**config.mk**
```make
export PLATFORM = sky130hd
export DESIGN_NAME = cache_hit_miss_tracker
export DESIGN_NICKNAME = d
export VERILOG_FILES = /design/src/chmt_pkg.sv /design/src/chmt_ctrl.sv /design/src/chmt_datapath.sv /design/src/cache_hit_miss_tracker.sv
export VERILOG_INCLUDE_DIRS = /design/src /design/src/src
export SDC_FILE = /design/constraint.sdc
export NUM_CORES = 1
export LEC_CHECK = 0
export BUFFER_PORTS_ARGS = -buffer_cell sky130_fd_sc_hd__buf_2
export CORE_MARGIN = 10
export CORE_UTILIZATION = 40
export CTS_CLUSTER_DIAMETER = 30
export DETAILED_ROUTE_END_ITERATION = 7
export PLACE_DENSITY = 0.68
export SETUP_SLACK_MARGIN = 0.15
export SYNTH_ARGS = -nofsm -noshare
export SYNTH_HDL_FRONTEND = slang
export SYNTH_HIERARCHICAL = 1
export SYNTH_SLANG_ARGS = --single-unit
```
**constraint.sdc**
```tcl
create_clock -name clk -period 5 [get_ports clk]
set_input_delay 0.25 -clock clk [delete_from_list [all_inputs] [get_ports clk]]
set_output_delay 0.25 -clock clk [all_outputs]
set_load 0.1 [all_outputs]
```
**src/cache_hit_miss_tracker_defines.svh**
```systemverilog
// ----------------------------------------------------------------------------
// cache_hit_miss_tracker_defines
// assertion macros used by the tracker top level
// ----------------------------------------------------------------------------
`ifndef CACHE_HIT_MISS_TRACKER_DEFINES_SVH
`define CACHE_HIT_MISS_TRACKER_DEFINES_SVH

// same-cycle implication, disabled while in reset
`define CHMT_ASSERT_SAME(lbl, clk, rst, ante, cons, msg) \
  lbl: assert property (@(posedge clk) disable iff (rst) (ante) |-> (cons)) else $error(msg);

// next-cycle implication, disabled while in reset
`define CHMT_ASSERT_NEXT(lbl, clk, rst, ante, cons, msg) \
  lbl: assert property (@(posedge clk) disable iff (rst) (ante) |=> (cons)) else $error(msg);

`endif

```
**src/chmt_pkg.sv**
```systemverilog
// ----------------------------------------------------------------------------
// chmt_pkg
// shared widths, opcodes and controller/datapath interface types
// ----------------------------------------------------------------------------
package chmt_pkg;

  localparam int ENTRIES_DEFAULT = 16;
  localparam int OP_W     = 2;
  localparam int ADDR_W   = 32;
  localparam int IN_IDX_W = 8;
  localparam int CFG_W    = 11;
  localparam int CNT_W    = 32;
  localparam int STEP_W   = 5;

  localparam logic [CFG_W-1:0]  WPB_RESET = 11'd4;
  localparam logic [STEP_W-1:0] DIV_LAST  = 5'd31;
  localparam logic [CNT_W-1:0]  CNT_SAT   = 32'hFFFF_FFFF;

  localparam logic [OP_W-1:0] OP_ACCESS = 2'd0;
  localparam logic [OP_W-1:0] OP_DELETE = 2'd1;
  localparam logic [OP_W-1:0] OP_CLEAR  = 2'd2;

  // controller to datapath
  typedef struct packed {
    logic load;
    logic div_step;
    logic scan_rd;
    logic commit;
  } chmt_cmd_t;

  // datapath to controller
  typedef struct packed {
    logic div_last;
    logic scan_last;
  } chmt_status_t;

  function automatic logic [CNT_W-1:0] sat_inc(input logic [CNT_W-1:0] v);
    sat_inc = (v == CNT_SAT) ? v : v + 1'b1;
  endfunction

endpackage

```
**src/chmt_ctrl.sv**
```systemverilog
// ----------------------------------------------------------------------------
// chmt_ctrl
// sequencer: divide, scan, drain, commit; other opcodes go straight to commit
// ----------------------------------------------------------------------------
module chmt_ctrl (
  input  logic                      clk,
  input  logic                      rst,
  input  logic                      start,
  input  logic [chmt_pkg::OP_W-1:0] opcode,
  input  chmt_pkg::chmt_status_t    status,
  output chmt_pkg::chmt_cmd_t       cmd,
  output logic                      busy
);
  import chmt_pkg::*;

  typedef enum logic [2:0] {
    S_IDLE,
    S_DIVIDE,
    S_SCAN,
    S_DRAIN,
    S_COMMIT
  } state_t;

  state_t state;

  always_ff @(posedge clk) begin
    if (rst) begin
      state <= S_IDLE;
      busy  <= 1'b0;
    end else begin
      unique case (state)
        S_IDLE: begin
          if (start) begin
            busy  <= 1'b1;
            state <= (opcode == OP_ACCESS) ? S_DIVIDE : S_COMMIT;
          end
        end
        S_DIVIDE: begin
          if (status.div_last) begin
            state <= S_SCAN;
          end
        end
        S_SCAN: begin
          if (status.scan_last) begin
            state <= S_DRAIN;
          end
        end
        S_DRAIN: begin
          state <= S_COMMIT;
        end
        S_COMMIT: begin
          busy  <= 1'b0;
          state <= S_IDLE;
        end
        default: begin
          busy  <= 1'b0;
          state <= S_IDLE;
        end
      endcase
    end
  end

  always_comb begin
    cmd          = '0;
    cmd.load     = (state == S_IDLE) && start;
    cmd.div_step = (state == S_DIVIDE);
    cmd.scan_rd  = (state == S_SCAN);
    cmd.commit   = (state == S_COMMIT);
  end

endmodule

```
**src/chmt_datapath.sv**
```systemverilog
// ----------------------------------------------------------------------------
// chmt_datapath
// bit-serial divider, tag store scan, valid bits and counters
// ----------------------------------------------------------------------------
module chmt_datapath #(
  parameter int ENTRIES = chmt_pkg::ENTRIES_DEFAULT
) (
  input  logic                          clk,
  input  logic                          rst,
  input  logic                          cfg_write,
  input  logic [chmt_pkg::CFG_W-1:0]    cfg_data,
  input  logic [chmt_pkg::OP_W-1:0]     opcode,
  input  logic [chmt_pkg::ADDR_W-1:0]   address,
  input  logic [chmt_pkg::IN_IDX_W-1:0] entry_index,
  input  chmt_pkg::chmt_cmd_t           cmd,
  output chmt_pkg::chmt_status_t        status,
  output logic                          done,
  output logic                          was_hit,
  output logic                          was_miss,
  output logic                          bad_index,
  output logic [chmt_pkg::CNT_W-1:0]    hits_total,
  output logic [chmt_pkg::CNT_W-1:0]    misses_total,
  output logic [chmt_pkg::CNT_W-1:0]    items_total
);
  import chmt_pkg::*;

  localparam int IDX_W = (ENTRIES > 1) ? $clog2(ENTRIES) : 1;
  localparam logic [IDX_W-1:0]  LAST_IDX = IDX_W'(ENTRIES - 1);
  localparam logic [IDX_W:0]    N_EXT    = (IDX_W + 1)'(ENTRIES);
  localparam logic [IN_IDX_W:0] N_IN     = (IN_IDX_W + 1)'(ENTRIES);

  logic [CFG_W-1:0]    words_per_block;
  logic [OP_W-1:0]     op_q;
  logic [IN_IDX_W-1:0] index_q;
  logic [CFG_W-1:0]    divisor;
  logic [ADDR_W-1:0]   quot;
  logic [CFG_W-1:0]    rem;
  logic [IDX_W-1:0]    slot;
  logic [STEP_W-1:0]   step;
  logic [IDX_W-1:0]    scan_idx;
  logic [IDX_W-1:0]    rd_idx;
  logic                rd_vld;
  logic [ADDR_W-1:0]   rd_data;
  logic                hit_flag;
  logic [ENTRIES-1:0]  valid;
  logic [ADDR_W-1:0]   tag_mem [ENTRIES];
  logic [CNT_W-1:0]    hit_cnt;
  logic [CNT_W-1:0]    miss_cnt;
  logic [CNT_W-1:0]    item_cnt;

  // one restoring step per cycle, slot remainder follows the quotient bits
  logic [CFG_W:0]   trial;
  logic             q_bit;
  logic [CFG_W-1:0] rem_next;
  logic [IDX_W:0]   slot_ext;
  logic [IDX_W-1:0] slot_next;
  logic             match;

  always_comb begin
    trial    = {rem, quot[ADDR_W-1]};
    q_bit    = (trial >= {1'b0, divisor});
    rem_next = q_bit ? CFG_W'(trial - {1'b0, divisor}) : trial[CFG_W-1:0];
    slot_ext = {slot, q_bit};
    slot_next = (slot_ext >= N_EXT) ? IDX_W'(slot_ext - N_EXT) : slot_ext[IDX_W-1:0];
    match    = rd_vld && valid[rd_idx] && (rd_data == quot);
  end

  assign status.div_last  = (step == DIV_LAST);
  assign status.scan_last = (scan_idx == LAST_IDX);

  assign hits_total   = hit_cnt;
  assign misses_total = miss_cnt;
  assign items_total  = item_cnt;

  // item capture, divider and scan
  always_ff @(posedge clk) begin
    if (cmd.load) begin
      op_q     <= opcode;
      index_q  <= entry_index;
      quot     <= address;
      rem      <= '0;
      slot     <= '0;
      divisor  <= (words_per_block == '0) ? CFG_W'(1) : words_per_block;
      step     <= '0;
      scan_idx <= '0;
      hit_flag <= 1'b0;
    end else begin
      if (cmd.div_step) begin
        quot <= {quot[ADDR_W-2:0], q_bit};
        rem  <= rem_next;
        slot <= slot_next;
        step <= step + 1'b1;
      end
      if (cmd.scan_rd && !status.scan_last) begin
        scan_idx <= scan_idx + 1'b1;
      end
      if (match) begin
        hit_flag <= 1'b1;
      end
    end
  end

  // tag store: one read port for the scan, one write on a fill
  always_ff @(posedge clk) begin
    if (cmd.scan_rd) begin
      rd_data <= tag_mem[scan_idx];
    end
    if (cmd.commit && (op_q == OP_ACCESS) && !hit_flag) begin
      tag_mem[slot] <= quot;
    end
    rd_idx <= scan_idx;
  end

  // config, valid bits, counters and the done strobe
  always_ff @(posedge clk) begin
    if (rst) begin
      words_per_block <= WPB_RESET;
      valid           <= '0;
      hit_cnt         <= '0;
      miss_cnt        <= '0;
      item_cnt        <= '0;
      rd_vld          <= 1'b0;
      done            <= 1'b0;
    end else begin
      rd_vld <= cmd.scan_rd;
      done   <= cmd.commit;
      if (cfg_write) begin
        words_per_block <= cfg_data;
      end
      if (cmd.commit) begin
        item_cnt <= sat_inc(item_cnt);
        unique case (op_q)
          OP_ACCESS: begin
            if (hit_flag) begin
              hit_cnt <= sat_inc(hit_cnt);
            end else begin
              miss_cnt    <= sat_inc(miss_cnt);
              valid[slot] <= 1'b1;
            end
          end
          OP_DELETE: begin
            if ({1'b0, index_q} < N_IN) begin
              valid[index_q[IDX_W-1:0]] <= 1'b0;
            end
          end
          OP_CLEAR: begin
            valid <= '0;
          end
          default: begin
          end
        endcase
      end
    end
  end

  // result flags are payload, no reset needed
  always_ff @(posedge clk) begin
    if (cmd.commit) begin
      was_hit   <= (op_q == OP_ACCESS) && hit_flag;
      was_miss  <= (op_q == OP_ACCESS) && !hit_flag;
      bad_index <= (op_q == OP_DELETE) && ({1'b0, index_q} >= N_IN);
    end
  end

endmodule

```
**src/cache_hit_miss_tracker.sv**
```systemverilog
// ----------------------------------------------------------------------------
// cache_hit_miss_tracker
// block lookup tracker with saturating hit, miss and item counters
// ----------------------------------------------------------------------------
//
// channel   direction  handshake             payload
// item      in         start && !busy        opcode, address, entry_index
// result    out        done (one cycle)      was_hit, was_miss, bad_index,
//                                            hits_total, misses_total, items_total
// config    in         cfg_write             cfg_data (words_per_block)
//
// an access item goes from acceptance to its done strobe through the address
// divider, one bit per cycle, the scan of ENTRIES slots through the single
// read port of the tag store, a drain state to compare the last read and a
// commit state; busy drops with the strobe, so no new item is taken before it
// delete, clear and unused opcodes go from acceptance straight to commit
// synchronous reset clears valid bits, counters and sets words_per_block to 4
// the result is shown for exactly one cycle; the receiver cannot stall it
//
module cache_hit_miss_tracker #(
  parameter int ENTRIES = chmt_pkg::ENTRIES_DEFAULT
) (
  input  logic                          clk,
  input  logic                          rst,
  input  logic                          start,
  output logic                          busy,
  input  logic [chmt_pkg::OP_W-1:0]     opcode,
  input  logic [chmt_pkg::ADDR_W-1:0]   address,
  input  logic [chmt_pkg::IN_IDX_W-1:0] entry_index,
  input  logic                          cfg_write,
  input  logic [chmt_pkg::CFG_W-1:0]    cfg_data,
  output logic                          done,
  output logic                          was_hit,
  output logic                          was_miss,
  output logic                          bad_index,
  output logic [chmt_pkg::CNT_W-1:0]    hits_total,
  output logic [chmt_pkg::CNT_W-1:0]    misses_total,
  output logic [chmt_pkg::CNT_W-1:0]    items_total
);
  import chmt_pkg::*;

  `include "cache_hit_miss_tracker_defines.svh"

  // command and status between sequencer and datapath
  chmt_cmd_t    cmd;
  chmt_status_t status;

  // result flags gathered for the checks below
  logic [2:0]   flags;

  assign flags = {was_hit, was_miss, bad_index};

  // sequencer: owns busy and walks each item through its phases
  chmt_ctrl u_ctrl (
    .clk    (clk),
    .rst    (rst),
    .start  (start),
    .opcode (opcode),
    .status (status),
    .cmd    (cmd),
    .busy   (busy)
  );

  // datapath: divider, tag store, valid bits, counters and result flags
  chmt_datapath #(
    .ENTRIES (ENTRIES)
  ) u_dp (
    .clk          (clk),
    .rst          (rst),
    .cfg_write    (cfg_write),
    .cfg_data     (cfg_data),
    .opcode       (opcode),
    .address      (address),
    .entry_index  (entry_index),
    .cmd          (cmd),
    .status       (status),
    .done         (done),
    .was_hit      (was_hit),
    .was_miss     (was_miss),
    .bad_index    (bad_index),
    .hits_total   (hits_total),
    .misses_total (misses_total),
    .items_total  (items_total)
  );

  // the strobe comes only once the sequencer is free again
  `CHMT_ASSERT_SAME(a_done_not_busy, clk, rst, done, !busy, "result strobe while busy")
  // at most one of the three flags per item
  `CHMT_ASSERT_SAME(a_one_flag, clk, rst, done, $onehot0(flags), "more than one result flag set")
  // an accepted item always makes the block busy
  `CHMT_ASSERT_NEXT(a_accept_busy, clk, rst, start && !busy, busy, "item accepted but not busy")
  // every delivered item has been counted
  `CHMT_ASSERT_SAME(a_items_counted, clk, rst, done, items_total != '0, "item counter zero at a result")

endmodule
```
==> results of run 1 <==
kinds of logic (layout without fill, tap and decap cells):
family                     count (synthesis)  count (layout)  share of synthesized area [%]
buffers and inverters                    125             549                           1.64
xor gates and xnor gates                 119             119                           3.41
adders and majority gates                 21              21                          0.885
and+or+nand+nor                          445             445                           7.58
DFF                                      758             758                           69.4
muxes                                    222             222                           14.2
AOI/OAI and AO/OA                        139             139                           2.92
worst max-delay path: stages, from the launching register on:
cell and delay [ns]:
dfxtp_1 0.53, nor3b_1 0.24, buf_4 0.21, and3b_2 0.35, or3b_2 0.60, nor2_4 0.70
buf_4 0.35
power by group:
part / switching [mW] / leakage, nW / internal (mW) / total, mW
clock: 3.25 / 2.37 / 6.27 / 9.51
combinational: 0.298 / 3.80 / 0.218 / 0.516
sequential: 0.179 / 6.71 / 6.99 / 7.17
total: 3.72 / 12.9 / 13.5 / 17.2
state kept, by name, indices dropped and copies added (netlist names), 2 cells and up:
signal / flops
u_dp/valid: 16
u_ctrl/state: 3
u_dp/step: 5
u_dp/index_q: 8
u_dp/slot: 4
u_dp/items_total: 32
u_dp/words_per_block: 11
u_dp/op_q: 2
u_dp/rem: 11
u_dp/scan_idx: 4
u_dp/rd_data: 32
u_dp/divisor: 11
u_dp/tag_mem: 512
u_dp/misses_total: 32
u_dp/quot: 32
u_dp/rd_idx: 4
u_dp/hits_total: 32
final cells by class:
cell class	count	area, sq um
inverter	32	120
multi-input combinational	946	8970
clock inverter	99	1130
tap	978	1220
timing repair buffer	255	1750
sequential	758	21200
fill	6076	37700
clock buffer	163	3710
per-layer routing:
layer / track usage, % / part of all wire (%)
met2: 28.1 / 51
met3: 3.78 / 5.5
met4: 5.40 / 2.2
met1: 20.5 / 41
met5: 0 / 0
what timing repair did:
| action | 4_1_cts | 5_1_grt |
|---|---|---|
| hold buffers | 72 | 0 |
| resized for setup | 0 | 0 |
| setup endpoints to repair | 0 | 0 |
| hold endpoints to repair | 68 | 0 |
how the worst max path moves through the flow:
stage | from | to | slack, ns | cells past startpoint
after global routing | u_ctrl/state[2] | u_dp/tag_mem[4][17] | 1.52 | 6
after detailed placement | u_ctrl/state[2] | u_dp/tag_mem[4][4] | 1.69 | 6
after global placement | u_ctrl/state[2] | u_dp/tag_mem[8][8] | 1.81 | 5
after CTS | u_ctrl/state[2] | u_dp/tag_mem[4][17] | 1.68 | 6
final | u_ctrl/state[2] | u_dp/tag_mem[4][17] | 1.68 | 6
after floorplan | u_ctrl/state[2] | u_dp/tag_mem[0][0] | 0.23 | 5
cell usage in the layout (no fill, tap or decap), types with 7 or more instances in the layout:
cell	Yosys	layout
nor3_1	25	20
a31oi_1	7	7
inv_1	32	32
nor4_1	7	7
nor2_1	155	143
clkinvlp_4	0	9
buf_2	17	156
bufinv_16	0	17
dfxtp_1	158	154
clkinv_4	0	10
nor2b_1	14	14
nand4_1	38	38
clkinv_1	0	13
dlygate4sd3_1	0	72
nor2_4	0	12
or3_1	19	19
nand2_1	63	63
o21ai_0	34	34
ha_1	20	20
clkbuf_1	63	15
nand3_1	36	36
xor2_1	53	53
buf_4	1	23
a21oi_1	53	53
edfxtp_1	600	600
and3_1	19	19
mux4_2	165	165
inv_6	0	16
xnor2_1	66	66
clkinv_2	0	24
nand2b_1	8	8
mux2_2	32	32
a211oi_1	7	7
and4_1	22	22
mux2i_1	25	25
clkbuf_16	0	144
==> impl_metrics.py, run 1 <==
metrics = {
    "clocking": {
        "tritoncts": "yes",
        "clk_latency_ns": 0.71,
        "clock_sinks": 758,
        "htreeDepth": 4,
        "cts_root_buf": "clkbuf_16",
        "postCtsSetupBuffers": 0,
        "clock_path_buffers": 3,
        "cts_buffers": 141,
        "clk_pin_slew_worst_paths_ns": 0.05,
    },
    "global_routing": {
        "grt_pass1_wl_mm": 110,
        "grt_pass1_vias": 18300,
        "grt_usage_pct": 16.5,
        "grt-ovfl-total": 0,
        "grt_max_degree": 133,
        "grt_antenna_before_repair": 0,
    },
    "timing": {
        "totalNegativeSetupSlack_ns": 0,
        "slew_viol_final": 0,
        "fmax_ghz": 0.302,
        "fin_worst_hold_slack_ns": 0.0528,
        "relSlewSlack_pct": 14.0,
        "setup_viol": 0,
        "final-hold-violation-count": 0,
        "rsz0062_at_grt": "no",
        "min_period_ns": 3.32,
        "min_period_over_period_pct": 66.3,
        "tightest_slew_ns": 1.29,
        "fin_ws_ns": 1.68,
        "finClkSkew_ns": 0.0237,
    },
    "yosys": {
        "yosysTopAreaCell": "edfxtp_1",
        "async_flop_share_pct": 0,
        "synth_area_leaders": "edfxtp_1, mux4_2, dfxtp_1",
        "synth_edf_count": 600,
        "synth_area_sq_um": 30500,
        "yosysSeqAreaShare_pct": 69.4,
        "synthesis.nets": 1907,
        "syn_inst": 1829,
        "synthTopCellsByCount": "edfxtp_1, mux4_2, dfxtp_1, nor2_1, xnor2_1",
        "yosysUniqueCellTypes": 69,
        "yosysWarnings": 6,
        "synthFlopType": "edfxtp_1",
        "netlist.area_leader.share_pct": 59.0,
        "avgSynthCellArea_sq_um": 16.7,
        "yosys.cell_count.top_type": "edfxtp_1",
        "synth_seq_cells": 758,
    },
    "detailed_routing": {
        "drt_wl_total_mm": 71.9,
        "drtPass1Iterations": 5,
        "drc": 0,
        "vias": 17500,
        "wl_per_cell_um": 22.3,
        "ant_nets": 0,
        "drt_iter0_drc": 1329,
        "vias_per_cell": 5.41,
    },
    "worst_hold_path": {
        "hold_path_depth": 3,
        "hold_path_class": "input port to flop",
        "whs_endpoint": "u_dp/words_per_block[0]",
        "worstHoldStart": "cfg_write",
    },
    "die": {
        "ios": 158,
        "start_util_pct": 40.3,
        "rows": 101,
        "fp.dieArea_sq_um": 87800,
        "die_x_um": 296,
        "die_h_um": 296,
        "core_sq_um": 75800,
    },
    "cells_and_area": {
        "final_util_pct": 50.2,
        "area_delta_synth_final_pct": 24.8,
        "layout.cells.non_filler": 3231,
        "final_net_count": 2212,
        "stdcell_area_sq_um": 38100,
        "drive_above_1_share_pct": 29.1,
        "n_antenna_cell": 0,
    },
    "worst_setup_path": {
        "rr_endpoint": "u_dp/tag_mem[4][17]",
        "reg2reg_depth": 6,
        "r2r_start": "u_ctrl/state[2]",
        "worstPathRequired_ns": 5.38,
        "path_class": "flop to flop",
        "cp-end-kind": "flop",
        "r2r_slack_ns": 1.68,
        "crit_fanout": 22,
        "start_kind": "flop",
        "worstPathArrival_ns": 3.70,
    },
    "placed_design": {
        "place_ws_ns": 1.69,
        "placedInstanceArea_sq_um": 32500,
        "place_congestion": 0.821,
        "dp_hpwl_mm": 42.1,
        "io_buffers": 157,
        "dp.cells": 2896,
    },
    "power": {
        "vdd_drop_max_v": 0.000327,
        "totalPowerFinal_mw": 17.2,
        "powerDensity_nw_per_um2": 452,
        "p_leak_nw": 12.9,
    },
    "flow_run": {
        "maxCapViolations": 0,
    },
    "run_status": {
        "status": "completed",
    },
}
No activity file was read; power rests on OpenSTA's default activity.
==> inputs of run 2 (changes only) <==
clock period = 2.8 ns   (was 5 ns; I/O delays follow)
==> run 2 against run 1 <==
Utilization shrank 0.063 points. Global-route usage decreased by 0.11 points. Die area did not move. Worst hold slack improved by 0.19 ns. First-iteration DRC count up 9.4%. Final cell count shrank 0.19%. Flip-flop and latch count unchanged. Count of clock-buffer cells in the layout decreased by 29. Register-to-register slack got worse by 1.4 ns. Worst setup slack worse by 1.4 ns. Non-clock buffer count up 32. Combinational power is 96% higher. Critical path type unchanged.
==> impl_metrics.py, run 2 (synthesis gave the netlist of run 1 again) <==
metrics = {
    "timing": {
        "slew_viol_final": 0,
        "min_period_ns": 2.54,
        "final-hold-violation-count": 0,
        "fin_worst_hold_slack_ns": 0.240,
        "fmax_ghz": 0.394,
        "setup_viol": 0,
        "finClkSkew_ns": 0.0342,
        "fin_ws_ns": 0.262,
        "min_period_over_period_pct": 90.6,
        "tightest_slew_ns": 0.792,
        "relSlewSlack_pct": 46.7,
        "rsz0062_at_grt": "no",
    },
    "worst_setup_path": {
        "worstPathArrival_ns": 3.08,
        "start_kind": "flop",
        "crit_fanout": 7,
        "r2r_start": "u_dp/quot[31]",
        "cp-end-kind": "flop",
        "r2r_slack_ns": 0.26,
        "path_class": "flop to flop",
        "worstPathRequired_ns": 3.34,
        "critPathLaunch": "u_dp/quot[31]",
    },
    "cells_and_area": {
        "final_cell_mix": "edfxtp_1, mux4_2, buf_2",
        "drive_above_1_share_pct": 31.2,
        "area_delta_synth_final_pct": 24.6,
        "final_net_count": 2223,
        "regMostFlops": "u_dp/tag_mem",
        "stdcell_area_sq_um": 38100,
        "layout_commonest_cell": "edfxtp_1",
        "largest_register_ffs": 512,
        "layout.cells.non_filler": 3225,
        "final_util_pct": 50.2,
        "n_antenna_cell": 0,
    },
    "global_routing": {
        "grt_antenna_before_repair": 0,
        "grt_max_degree": 82,
        "grt-ovfl-total": 0,
        "grt_usage_pct": 16.3,
        "grt_pass1_vias": 18500,
        "grt_pass1_wl_mm": 110,
    },
    "die": {
        "core_sq_um": 75800,
        "fp.dieArea_sq_um": 87800,
        "rows": 101,
        "start_util_pct": 40.3,
        "die_h_um": 296,
        "die_x_um": 296,
        "ios": 158,
    },
    "power": {
        "vdd_drop_max_v": 0.000468,
        "p_leak_nw": 12.8,
        "powerDensity_nw_per_um2": 765,
    },
    "clocking": {
        "htreeDepth": 3,
        "clk_latency_ns": 0.66,
        "cts_buffers": 120,
        "clk_pin_slew_worst_paths_ns": 0.05,
        "tritoncts": "yes",
        "clock_path_buffers": 3,
        "cts_root_buf": "clkbuf_16",
        "clock_sinks": 758,
    },
    "detailed_routing": {
        "vias": 17600,
        "drtPass1Iterations": 5,
        "vias_per_cell": 5.44,
        "wl_per_cell_um": 22.3,
        "drt_iter0_drc": 1454,
        "drc": 0,
        "ant_nets": 0,
        "drt_wl_total_mm": 71.9,
    },
    "placed_design": {
        "placedInstanceArea_sq_um": 33100,
        "place_congestion": 0.868,
        "dp.cells": 2932,
        "io_buffers": 157,
        "place_ws_ns": 0.208,
        "dp_hpwl_mm": 41.8,
    },
    "flow_run": {
        "maxCapViolations": 0,
    },
    "worst_hold_path": {
        "worstHoldStart": "entry_index[1]",
        "hold_path_class": "input port to flop",
    },
    "run_status": {
        "status": "completed",
    },
}
run 2: worst paths after layout:
| check | to | cells after the start |
|---|---|---|
| hold reg to reg | u_dp/divisor[2] | 0 |
| setup reg to reg | u_dp/rem[1] | 10 |
| hold / removal | u_dp/index_q[1] | 2 |
| setup / recovery | u_dp/rem[1] | 10 |
run 2: area by class of cell:
cell class | count | area, sq um
clock inverter | 90 | 1120
clock buffer | 134 | 3150
tap | 978 | 1220
inverter | 32 | 120
multi-input combinational | 946 | 9020
fill | 6113 | 37800
timing repair buffer | 287 | 2180
sequential | 758 | 21200
run 2: repair_timing:
item	4_1_cts	5_1_grt
endpoints found under the setup margin	0	4
hold endpoints to repair	68	0
setup buffers	0	2
hold buffers	67	0
resized for setup	0	2
run 2: metal layers:
metal / wire length, um / GRT usage [%] / vias up / share of wire [%]
met5: 0 / 0 / - / 0
met4: 2100 / 6.16 / 0 / 2.9
met2: 37700 / 28.5 / 569 / 52
met1: 28100 / 20.0 / 9010 / 39
met3: 3970 / 3.08 / 154 / 5.5
li1: - / - / 7822 / -
run 2: through the flow:
stage               power, mW  setup TNS [ns]
finish                   29.1               0
global route             30.0               0
CTS                      29.3               0
detailed placement       13.9               0
global placement         13.8               0
floorplan                13.4           -1.12
run 2: power by group:
| group | leakage [nW] | total (mW) | internal (mW) | switching, mW |
|---|---|---|---|---|
| Combinational | 3.98 | 1.01 | 0.425 | 0.589 |
| Sequential | 6.73 | 12.7 | 12.5 | 0.243 |
| Clock | 2.04 | 15.4 | 9.93 | 5.43 |
run 2: critical path: stages, from the launching register on:
cell	delay, ns
edfxtp_1	0.34
inv_1	0.05
ha_1	0.21
fa_2	0.36
nand2b_1	0.18
a21oi_2	0.15
o21a_1	0.16
nor3_2	0.05
buf_4	0.17
or4b_2	0.62
o311ai_0	0.13
==> inputs of run 3 (changes only) <==
CORE_MARGIN = unset   (was 10)
RECOVER_POWER = 100   (was unset)
==> run 3 against run 2 <==
The flow now finishes with violations (max-capacitance violations, max-slew violations). Maximum frequency down 3.1%. Clock power up 6%. First-iteration DRC count down 5.8%. Worst setup slack worse by 0.082 ns. Sequential power about the same. Flip-flop and latch count unchanged. Combinational power about the same. Register-to-register slack worse by 0.08 ns. Worst hold slack worse by 0.038 ns. Global-route usage up 2.7 points. Clock skew up 0.016 ns. Critical path type unchanged. Critical endpoint unchanged. Highest routed layer is now met5.
==> impl_metrics.py, run 3 (synthesis gave the netlist of run 1 again) <==
metrics = {
    "detailed_routing": {
        "drt_wl_total_mm": 73.0,
        "ant_nets": 0,
        "wl_per_cell_um": 22.4,
        "drtPass1Iterations": 5,
        "vias_per_cell": 5.49,
        "drc": 0,
        "vias": 17900,
        "drt_iter0_drc": 1369,
    },
    "timing": {
        "min_period_over_period_pct": 93.6,
        "tightest_slew_ns": 1.52,
        "totalNegativeSetupSlack_ns": 0,
        "finClkSkew_ns": 0.0497,
        "relSlewSlack_pct": -1.51,
        "final-hold-violation-count": 0,
        "fin_ws_ns": 0.180,
        "min_period_ns": 2.62,
        "setup_viol": 0,
        "rsz0062_at_grt": "yes",
        "slew_viol_final": 68,
        "fmax_ghz": 0.382,
        "fin_worst_hold_slack_ns": 0.202,
    },
    "cells_and_area": {
        "final_net_count": 2258,
        "largest_register_ffs": 512,
        "regArea_sq_um": 21200,
        "layout_commonest_cell": "edfxtp_1",
        "area_delta_synth_final_pct": 24.9,
        "layout.cells.non_filler": 3262,
        "fill_cells": 5928,
        "final_cell_mix": "edfxtp_1, mux4_2, nor2_1",
        "multi_input_area_sq_um": 8930,
        "final_util_pct": 50.9,
        "regMostFlops": "u_dp/tag_mem",
        "drive_above_1_share_pct": 25.3,
        "stdcell_area_sq_um": 38100,
    },
    "power": {
        "p_leak_nw": 12.5,
        "vdd_drop_max_v": 0.000578,
        "p_switching_mw": 6.59,
        "pwr-share-comb_pct": 3.4,
        "powerDensity_nw_per_um2": 790,
        "intPower_mw": 23.5,
        "totalPowerFinal_mw": 30.1,
        "p_clk_share_pct": 54.4,
        "p_seq_share_pct": 42.2,
        "p_sw_share_pct": 21.9,
    },
    "global_routing": {
        "grt_max_degree": 69,
        "grt_pass1_vias": 18600,
        "grt_antenna_before_repair": 2,
        "grt-ovfl-total": 0,
        "grt_usage_pct": 19.0,
        "grt_pass1_wl_mm": 112,
    },
    "placed_design": {
        "dp_hpwl_mm": 42.3,
        "place_congestion": 0.855,
        "io_buffers": 157,
        "placedInstanceArea_sq_um": 33300,
        "place_ws_ns": 0.127,
        "dp.cells": 2938,
    },
    "worst_setup_path": {
        "worstPathArrival_ns": 3.16,
        "crit_fanout": 13,
        "cp-end-kind": "flop",
        "worstPathRequired_ns": 3.34,
        "start_kind": "flop",
        "path_class": "flop to flop",
    },
    "clocking": {
        "cts_root_buf": "clkbuf_16",
        "cts_buffers": 133,
        "htreeDepth": 4,
        "postCtsSetupBuffers": 0,
        "clk_latency_ns": 0.71,
        "clock_sinks": 758,
        "clock_path_buffers": 3,
        "tritoncts": "yes",
        "clk_pin_slew_worst_paths_ns": 0.05,
    },
    "worst_hold_path": {
        "hold_path_class": "input port to flop",
    },
    "die": {
        "fp.dieArea_sq_um": 77400,
        "rows": 100,
        "die_x_um": 278,
        "ios": 158,
        "die_h_um": 278,
        "core_sq_um": 74900,
        "start_util_pct": 40.7,
    },
    "run_status": {
        "violations": "max-capacitance violations, max-slew violations",
        "status": "finished with violations",
    },
    "flow_run": {
        "maxCapViolations": 1,
    },
}
-- run 3: cell count changes in the layout (fill, tap and decap cells not counted), moves of 11 or more --
cell	before	now
clkbuf_1	9	141
buf_4	44	14
clkinv_2	11	22
buf_2	156	53
-- run 3: path summary, 6_finish.rpt --
check / from / endpoint / slack, ns / cells after the start
min reg2reg: u_dp/words_per_block[6] / u_dp/divisor[6] / 0.46 / 0
min: entry_index[7] / u_dp/index_q[7] / 0.20 / 2
max: u_dp/quot[31] / u_dp/rem[1] / 0.18 / 10
max reg2reg: u_dp/quot[31] / u_dp/rem[1] / 0.18 / 10
-- run 3: worst max-delay path, stage by stage, from the launching register on --
cell      delay, ns
edfxtp_1       0.35
inv_1          0.05
ha_1           0.20
fa_1           0.42
nand2b_4       0.17
a21oi_2        0.13
o21a_1         0.15
nor3_1         0.05
buf_4          0.19
or4b_2         0.63
o311ai_1       0.13
-- run 3: metal layers --
metal / GRT usage (%) / vias to the layer above / wire length, um
li1: - / 7913 / -
met1: 24.0 / 9204 / 29700
met2: 32.5 / 653 / 37100
met3: 3.59 / 128 / 4170
met4: 7.38 / 2 / 2000
met5: 0 / - / 13
-- run 3: final cells by class --
type,instances,area share [%]
inverters,32,0.315
diodes,2,0.0131
flip-flops and latches,758,55.7
multi-input cells,946,23.4
repair buffers,309,5.30
clock buffers,148,9.04
well taps,969,3.18
clock inverters,98,3.08
-- run 3: timing repair --
item / CTS / global route
pin swaps: 0 / 0
hold buffers: 76 / 0
endpoints found under the setup margin: 2 / 3
hold endpoints to repair: 91 / 0
resized for setup: 2 / 2
-- run 3: power by group through the flow --
| stage | combinational [mW] | clock [mW] | sequential (mW) |
|---|---|---|---|
| after floorplan | 0.512 | 0 | 12.9 |
| after global placement | 0.949 | 0 | 12.9 |
| after detailed placement | 0.972 | 0 | 12.9 |
| after CTS | 1.08 | 16.6 | 12.7 |
| after global routing | 1.12 | 17.1 | 12.7 |
| final | 1.04 | 16.4 | 12.7 |
